===== src/design/tilt_pkg.sv =====
`default_nettype none

package tilt_pkg;

  // field widths of the request and result
  localparam int RAW_W      = 16;
  localparam int AXIS_SHIFT = 6;
  localparam int AXIS_W     = RAW_W - AXIS_SHIFT;
  localparam int ANGLE_W    = 16;

  // datapath widths
  localparam int SQ_W       = 2 * AXIS_W - 1;
  localparam int SUM_W      = SQ_W + 1;
  localparam int FRAC_W     = 16;
  localparam int RAD_W      = SUM_W + FRAC_W;
  localparam int ROOT_STEPS = RAD_W / 2;
  localparam int ROOT_W     = ROOT_STEPS;
  localparam int CORD_W     = 21;
  localparam int ACC_W      = 24;
  localparam int TAB_W      = 23;
  localparam int TABLE_LEN  = 24;

  // +90 degrees, in 1/256 and 1/65536 degree
  localparam logic [ANGLE_W-1:0] ANGLE_MAX     = 16'd23040;
  localparam logic [TAB_W-1:0]   ANGLE_MAX_Q16 = 23'd5898240;
  localparam logic [TAB_W-1:0]   ROUND_HALF    = 23'd128;

  // atan(2^-i) in degrees, scaled by 65536
  localparam logic [TAB_W-1:0] ATAN_DEG_Q16 [TABLE_LEN] = '{
    23'd2949120, 23'd1740967, 23'd919879, 23'd466945, 23'd234379, 23'd117304,
    23'd58666,   23'd29335,   23'd14668,  23'd7334,   23'd3667,   23'd1833,
    23'd917,     23'd458,     23'd229,    23'd115,    23'd57,     23'd29,
    23'd14,      23'd7,       23'd4,      23'd2,      23'd1,      23'd0
  };

  typedef struct packed {
    logic signed [RAW_W-1:0] x_raw;
    logic signed [RAW_W-1:0] y_raw;
    logic signed [RAW_W-1:0] z_raw;
  } tilt_in_t;

  typedef struct packed {
    logic signed [ANGLE_W-1:0] tilt_angle;
    logic                      angle_invalid;
  } tilt_out_t;

  // special-case flags carried down the pipe
  typedef struct packed {
    logic zneg;
    logic zzero;
    logic szero;
  } tilt_flags_t;

  typedef struct packed {
    logic [SQ_W-1:0]   xx;
    logic [SQ_W-1:0]   yy;
    logic [AXIS_W-1:0] az;
    logic              zneg;
    logic              zzero;
  } tilt_sq_t;

  typedef struct packed {
    logic [RAD_W-1:0]  rem;
    logic [RAD_W-1:0]  root;
    logic [AXIS_W-1:0] az;
    tilt_flags_t       flags;
  } tilt_rad_t;

  typedef struct packed {
    logic signed [CORD_W-1:0] cx;
    logic signed [CORD_W-1:0] cy;
    logic signed [ACC_W-1:0]  ang;
    tilt_flags_t              flags;
  } tilt_cord_t;

endpackage

`default_nettype wire


===== src/design/accelerometer_tilt_angle.sv =====
`default_nettype none

// channel   ports                          content
// request   in_valid  in_stall  in_data    three raw axis words
// result    out_valid out_stall out_data   tilt angle, invalid flag
//
// one request enters per cycle while in_stall is low; the pipe has one square
// stage, one sum stage, 18 square-root digit stages, one stage per CORDIC
// rotation (min(CORDIC_STEPS, 24) of them) and one rounding stage.
// rst_n clears every stage valid bit; payload registers are not reset.
// each stage holds while it is full and the stage after it is held, so a
// stall on out_stall fills bubbles first and loses or repeats nothing.

module accelerometer_tilt_angle #(
  parameter int CORDIC_STEPS = 16
) (
  input  wire                  clk,
  input  wire                  rst_n,
  input  wire                  in_valid,
  output logic                 in_stall,
  input  wire tilt_pkg::tilt_in_t in_data,
  output logic                 out_valid,
  input  wire                  out_stall,
  output tilt_pkg::tilt_out_t  out_data
);

  import tilt_pkg::*;

  localparam int NSTEPS   = (CORDIC_STEPS > TABLE_LEN) ? TABLE_LEN : CORDIC_STEPS;
  localparam int RAD_BASE = 1;
  localparam int CORD_BASE = RAD_BASE + ROOT_STEPS + 1;
  localparam int ST       = CORD_BASE + NSTEPS + 1;

  logic [ST-1:0] valid_r;
  logic [ST:0]   st_ready;
  logic [ST-1:0] vin;

  tilt_sq_t   sq_r;
  tilt_rad_t  rad_r  [ROOT_STEPS+1];
  tilt_cord_t cord_r [NSTEPS];
  tilt_cord_t cord_in [NSTEPS];
  tilt_out_t  out_r;

  // stage handshake: a stage takes new data when empty or moving on
  always_comb begin
    st_ready[ST] = !out_stall;
    for (int k = ST - 1; k >= 0; k--) begin
      st_ready[k] = !valid_r[k] || st_ready[k+1];
    end
  end

  assign vin      = {valid_r[ST-2:0], in_valid};
  assign in_stall = !st_ready[0];

  always_ff @(posedge clk) begin
    if (!rst_n) begin
      valid_r <= '0;
    end else begin
      for (int k = 0; k < ST; k++) begin
        if (st_ready[k]) begin
          valid_r[k] <= vin[k];
        end
      end
    end
  end

  // axis extraction and squares
  logic signed [AXIS_W-1:0]   x_ax, y_ax, z_ax;
  logic signed [2*AXIS_W-1:0] xx_full, yy_full;
  tilt_sq_t                   sq_nxt;

  always_comb begin
    x_ax    = $signed(in_data.x_raw[RAW_W-1:AXIS_SHIFT]);
    y_ax    = $signed(in_data.y_raw[RAW_W-1:AXIS_SHIFT]);
    z_ax    = $signed(in_data.z_raw[RAW_W-1:AXIS_SHIFT]);
    xx_full = x_ax * x_ax;
    yy_full = y_ax * y_ax;
    sq_nxt.xx    = xx_full[SQ_W-1:0];
    sq_nxt.yy    = yy_full[SQ_W-1:0];
    sq_nxt.az    = z_ax[AXIS_W-1] ? AXIS_W'(~z_ax + 1'b1) : AXIS_W'(z_ax);
    sq_nxt.zneg  = z_ax[AXIS_W-1];
    sq_nxt.zzero = (z_ax == '0);
  end

  always_ff @(posedge clk) begin
    if (st_ready[0]) begin
      sq_r <= sq_nxt;
    end
  end

  // sum of squares, scaled to Q.16 for the root
  logic [SUM_W-1:0] s_sum;
  tilt_rad_t        rad0_nxt;

  always_comb begin
    s_sum = SUM_W'(sq_r.xx) + SUM_W'(sq_r.yy);
    rad0_nxt.rem         = {s_sum, FRAC_W'(0)};
    rad0_nxt.root        = '0;
    rad0_nxt.az          = sq_r.az;
    rad0_nxt.flags.zneg  = sq_r.zneg;
    rad0_nxt.flags.zzero = sq_r.zzero;
    rad0_nxt.flags.szero = (s_sum == '0);
  end

  always_ff @(posedge clk) begin
    if (st_ready[RAD_BASE]) begin
      rad_r[0] <= rad0_nxt;
    end
  end

  // square root, one result bit per stage
  for (genvar k = 0; k < ROOT_STEPS; k++) begin : g_root
    localparam logic [RAD_W-1:0] BIT_K = RAD_W'(1) << (RAD_W - 2 - 2 * k);
    logic [RAD_W:0] trial;
    tilt_rad_t      rad_nxt;

    always_comb begin
      trial   = {1'b0, rad_r[k].root} + {1'b0, BIT_K};
      rad_nxt = rad_r[k];
      if ({1'b0, rad_r[k].rem} >= trial) begin
        rad_nxt.rem  = rad_r[k].rem - trial[RAD_W-1:0];
        rad_nxt.root = (rad_r[k].root >> 1) + BIT_K;
      end else begin
        rad_nxt.root = rad_r[k].root >> 1;
      end
    end

    always_ff @(posedge clk) begin
      if (st_ready[RAD_BASE+1+k]) begin
        rad_r[k+1] <= rad_nxt;
      end
    end
  end

  // CORDIC start vector: (|z| in Q.8, root)
  always_comb begin
    cord_in[0].cx    = $signed({(CORD_W-AXIS_W-8)'(0), rad_r[ROOT_STEPS].az, 8'd0});
    cord_in[0].cy    = $signed({(CORD_W-ROOT_W)'(0),
                                rad_r[ROOT_STEPS].root[ROOT_W-1:0]});
    cord_in[0].ang   = '0;
    cord_in[0].flags = rad_r[ROOT_STEPS].flags;
  end

  // vectoring rotations, one per stage
  for (genvar i = 0; i < NSTEPS; i++) begin : g_cord
    logic signed [CORD_W-1:0] dx, dy;
    logic signed [ACC_W-1:0]  step_ang;
    tilt_cord_t               cord_nxt;

    if (i > 0) begin : g_link
      assign cord_in[i] = cord_r[i-1];
    end

    always_comb begin
      dx       = cord_in[i].cy >>> i;
      dy       = cord_in[i].cx >>> i;
      step_ang = $signed({(ACC_W-TAB_W)'(0), ATAN_DEG_Q16[i]});
      cord_nxt = cord_in[i];
      if (cord_in[i].cy > 0) begin
        cord_nxt.cx  = cord_in[i].cx + dx;
        cord_nxt.cy  = cord_in[i].cy - dy;
        cord_nxt.ang = cord_in[i].ang + step_ang;
      end else begin
        cord_nxt.cx  = cord_in[i].cx - dx;
        cord_nxt.cy  = cord_in[i].cy + dy;
        cord_nxt.ang = cord_in[i].ang - step_ang;
      end
    end

    always_ff @(posedge clk) begin
      if (st_ready[CORD_BASE+i]) begin
        cord_r[i] <= cord_nxt;
      end
    end
  end

  // clamp, round to 1/256 degree, apply sign and special cases
  logic signed [ACC_W-1:0] ang_fin;
  tilt_flags_t             fl_fin;
  logic [TAB_W-1:0]        ang_clip;
  logic [TAB_W:0]          ang_rnd;
  logic [ANGLE_W-1:0]      mag;
  tilt_out_t               out_nxt;

  always_comb begin
    ang_fin = cord_r[NSTEPS-1].ang;
    fl_fin  = cord_r[NSTEPS-1].flags;
    if (ang_fin < 0) begin
      ang_clip = '0;
    end else if (ang_fin > $signed({1'b0, ANGLE_MAX_Q16})) begin
      ang_clip = ANGLE_MAX_Q16;
    end else begin
      ang_clip = ang_fin[TAB_W-1:0];
    end
    ang_rnd = {1'b0, ang_clip} + {1'b0, ROUND_HALF};
    mag     = ANGLE_W'(ang_rnd[TAB_W:8]);
    out_nxt.angle_invalid = fl_fin.szero && fl_fin.zzero;
    priority if (fl_fin.szero) begin
      out_nxt.tilt_angle = '0;
    end else if (fl_fin.zzero) begin
      out_nxt.tilt_angle = $signed(ANGLE_MAX);
    end else if (fl_fin.zneg) begin
      out_nxt.tilt_angle = $signed(~mag + 1'b1);
    end else begin
      out_nxt.tilt_angle = $signed(mag);
    end
  end

  always_ff @(posedge clk) begin
    if (st_ready[ST-1]) begin
      out_r <= out_nxt;
    end
  end

  assign out_valid = valid_r[ST-1];
  assign out_data  = out_r;

endmodule

`default_nettype wire

===== config.mk =====
export PLATFORM = sky130hd
export DESIGN_NAME = accelerometer_tilt_angle
export DESIGN_NICKNAME = d
export VERILOG_FILES = /design/src/design/tilt_pkg.sv /design/src/design/accelerometer_tilt_angle.sv
export SDC_FILE = /design/constraint.sdc
export NUM_CORES = 2
export LEC_CHECK = 0
export ABC_AREA = 1
export BUFFER_PORTS_ARGS = -buffer_cell sky130_fd_sc_hd__buf_2
export CAP_MARGIN = 20
export CORE_ASPECT_RATIO = 1.1
export CORE_MARGIN = 3
export CORE_UTILIZATION = 40
export DETAILED_ROUTE_END_ITERATION = 16
export PLACE_DENSITY = 0.53
export SYNTH_ARGS = -nofsm -noshare
export SYNTH_HDL_FRONTEND = slang
export SYNTH_SLANG_ARGS = --single-unit
export TNS_END_PERCENT = 5

===== constraint.sdc =====
create_clock -name clk -period 14.15 [get_ports clk]
set_clock_uncertainty 0.2 [all_clocks]
set_input_delay 0 -clock clk [delete_from_list [all_inputs] [get_ports clk]]
set_output_delay 0 -clock clk [all_outputs]
set_load 0.1 [all_outputs]

==> key figures <==
Yosys
  – Post-Syn Instances: 11600
  – Synth Area in Compound Gates: 0.0913
  – Synth top area cells: edfxtp_1, ha_1, xor2_1
  – EDFF count, synth: roughly 1900
  – Synth Area in XOR/XNOR: 0.105
  – Mux share of post-synthesis cell area: 0
  – Fraction of registers with async set/reset: 0
  – Top cell type's share of synthesized area: 0.471
  – Synthesized area: approximately 0.12 mm^2
  – Largest family of logic cells by synthesized area: adder cells
  – Adder-Cell Fraction of Synth Area: 0.159
  – Top FF cell, synth: edfxtp_1
  – Post-synthesis simple-gate area fraction: 0.111
  – Synth Register Bits: 1901
  – Cell variety after synth: 61
  – Dominant cell type by area after synthesis: edfxtp_1
  – Avg Synthesized Cell Area: between 10 and 15 um^2
  – Most common cell in the netlist: edfxtp_1
  – Most instantiated cells after synthesis: edfxtp_1, inv_1, nand2_1
  – Sequential area share after synthesis: 0.478
  – Synthesized net count: 13000
  – Synth warn: 0

Worst setup path
  – CP endpoint kind: output pin
  – Crit path required time: ~14 ns
  – Critical setup path kind: reg2out
  – R2R cell count: 23
  – Critical-path maximum fanout: 59
  – Startpoint Class: flip-flop
  – Worst EP arrival: about 9 ns

Final layout
  – Finished Cell Area: 0.132 mm^2
  – Synth-to-Final Area Change: 10.9%
  – # nets final: between 10000 and 15000
  – Share of cells above drive strength 1: 0.0421

Route
  – Final wirelength: roughly 240000 um
  – Total iterations of the first detailed-routing run: 8
  – Avg WL per Cell: between 15 and 20 um
  – Final ANT Viol Nets: 0
  – DR iter-0 viols: 3686
  – DRC viols: 0
  – Vias/cell: a little under 5
  – Vias: ~78000

Floorplanning
  – Starting Density: 0.403
  – Die Height: 577 um
  – Die ar.: 0.303 mm^2
  – Cell Rows: 209
  – IO Count: 71
  – Core Footprint: 0.295 mm^2
  – Die Wd: 526 um

Run status
  – Status: complete, no violations

STA
  – Post-layout min period: between 9 and 10 ns
  – TNS Setup: 0 ns
  – Final Hold Fails: 0
  – Setup Viol. Count Final: 0
  – Worst setup margin: 4.99 ns
  – Final Max Slew Viols: 0
  – Relative slew slack: 0.323
  – Max Fclk: 109 MHz
  – Final hold slack: 0.0849 ns
  – Final period util: 0.648
  – Worst-margin pin slew: approximately 1 ns
  – RSZ-0062 raised after global routing: false

Placed design
  – Post-Place Worst Slack: 5.52 ns
  – DP Wirelength: 191000 um
  – DP Area: 0.124 mm^2
  – GPL Wtd Cong: 0.859
  – Port Buffer Count: 52

Worst hold path
  – Hold WC Path Type: in2reg
  – Hold path depth: 7

Clocking
  – Clock Sinks: 1901
  – Later-pin clock latency in the skew report: 0.87 ns
  – Clk slew on worst S/H paths: 0.06 ns
  – TritonCTS clock tree: done
  – CTS buffer count: 215
  – H-Tree Depth: 4
  – Resize count post-CTS: 0
  – Root Buffer: clkbuf_16
  – Bufs on Longest Clock Path: 4

Global route
  – Initial antenna violation count: 8
  – First-pass GRT wire length: 398000 um
  – Vias in the first global route: ~80000
  – GRT Util Overall: 0.158
  – GRT Residual Overflow: 0
  – Largest net degree at the start of global routing: 71

Flow run
  – Max Cap Viol: 0
[path summary, 6_finish.rpt]
| path | start | endpoint | slack, ns |
|---|---|---|---|
| setup / recovery | valid_r[36] | in_stall | 4.99 |
| hold / removal | in_data[42] | sq_r[35] | 0.08 |
| setup reg to reg | valid_r[36] | valid_r[0] | 5.59 |
| hold reg to reg | rad_r[0][0] | rad_r[1][0] | 0.17 |
[final cells by class]
| class | instances | area (um^2) |
|---|---|---|
| fill | 27500 | 163000 |
| sequential | 1901 | 56700 |
| multi-input combinational | 7884 | 55400 |
| inverter | 1669 | 6260 |
| clock buffer | 272 | 5800 |
| tap | 3903 | 4880 |
| clock inverter | 123 | 1480 |
| timing repair buffer | 155 | 1180 |
| antenna | 5 | 12.5 |
[layout by cell type, fill, tap and decap left out, types with 28 or more instances in the layout]
cell | synthesis | routed
clkbuf_1 | 93 | 38
buf_4 | 0 | 51
nand2_1 | 1463 | 1457
nor4_1 | 114 | 114
inv_1 | 1658 | 1647
xor2_1 | 1044 | 1044
clkinv_2 | 0 | 37
dlygate4sd3_1 | 0 | 50
xnor2_1 | 384 | 384
a21o_1 | 60 | 60
o21ai_0 | 554 | 554
bufinv_16 | 0 | 28
nand4_1 | 95 | 95
clkinv_1 | 7 | 33
buf_2 | 3 | 52
dfxtp_1 | 37 | 37
fa_1 | 199 | 199
nand3_1 | 390 | 390
o21bai_1 | 63 | 63
edfxtp_1 | 1864 | 1864
a21oi_1 | 1135 | 1135
ha_1 | 1192 | 1192
clkbuf_16 | 0 | 216
o31ai_1 | 36 | 36
a31oi_1 | 49 | 49
nor2_1 | 757 | 757
nor3_1 | 146 | 146
[critical path: stages (launching register included)]
cell and delay, ns:
dfxtp_1 0.34, nand2_2 0.34, nor2_4 0.26, nand4_4 0.12, nor2_4 0.14, nand4_4 0.11, nor2_4 0.14, nand4_4 0.13
buf_4 0.28, nor2_4 0.17, nand4_4 0.62, nor2_4 0.35, nand4_4 0.09, buf_4 0.36, nor2_4 0.26, nand4_4 0.62
nor2_4 0.37, nand4_4 0.60, nor2_4 0.33, nand4_4 0.60, nor2_4 0.39, nand4_4 0.73, inv_1 0.20, buf_2 0.45
[routing by layer]
metal / vias to the layer above / wire (um) / track usage / part of all wire
met2: 973 / 130000 / 0.308 / 0.54
met5: - / 14 / 0 / 0.000058
met3: 403 / 7010 / 0.0194 / 0.029
met1: 36800 / 97900 / 0.176 / 0.41
met4: 4 / 7000 / 0.0479 / 0.029
li1: 40300 / - / - / -
[kinds of logic after synthesis]
kind of cell	after synthesis
AO/OA/AOI/OAI	2008
XOR/XNOR	1428
adder cells (fa/ha/maj)	1391
buffers and inverters	1775
flip-flops	1901
AND/OR/NAND/NOR	3057
[what timing repair did]
action | 4_1_cts | 5_1_grt
hold buffers | 50 | 0
hold endpoints to repair | 79 | 0
setup buffers | 0 | 0
[registers in the layout, indices dropped and copies added (netlist names)]
register	count
rad_r	827
rad0_nxt	12
valid_r	37
out_data	17
cord_r	972
sq_r	36
[per-stage QoR]
| stage | util | std cells |
|---|---|---|
| floorplan | - | 11600 |
| global placement | 0.420 | 15500 |
| detailed placement | 0.420 | 15500 |
| CTS | 0.446 | 15900 |
| global route | 0.447 | 15900 |
| finish | 0.447 | 15900 |
Power is left out: the tool's default activity adds up to more than one toggle a clock period on the data nets, which glitch-free logic cannot reach.
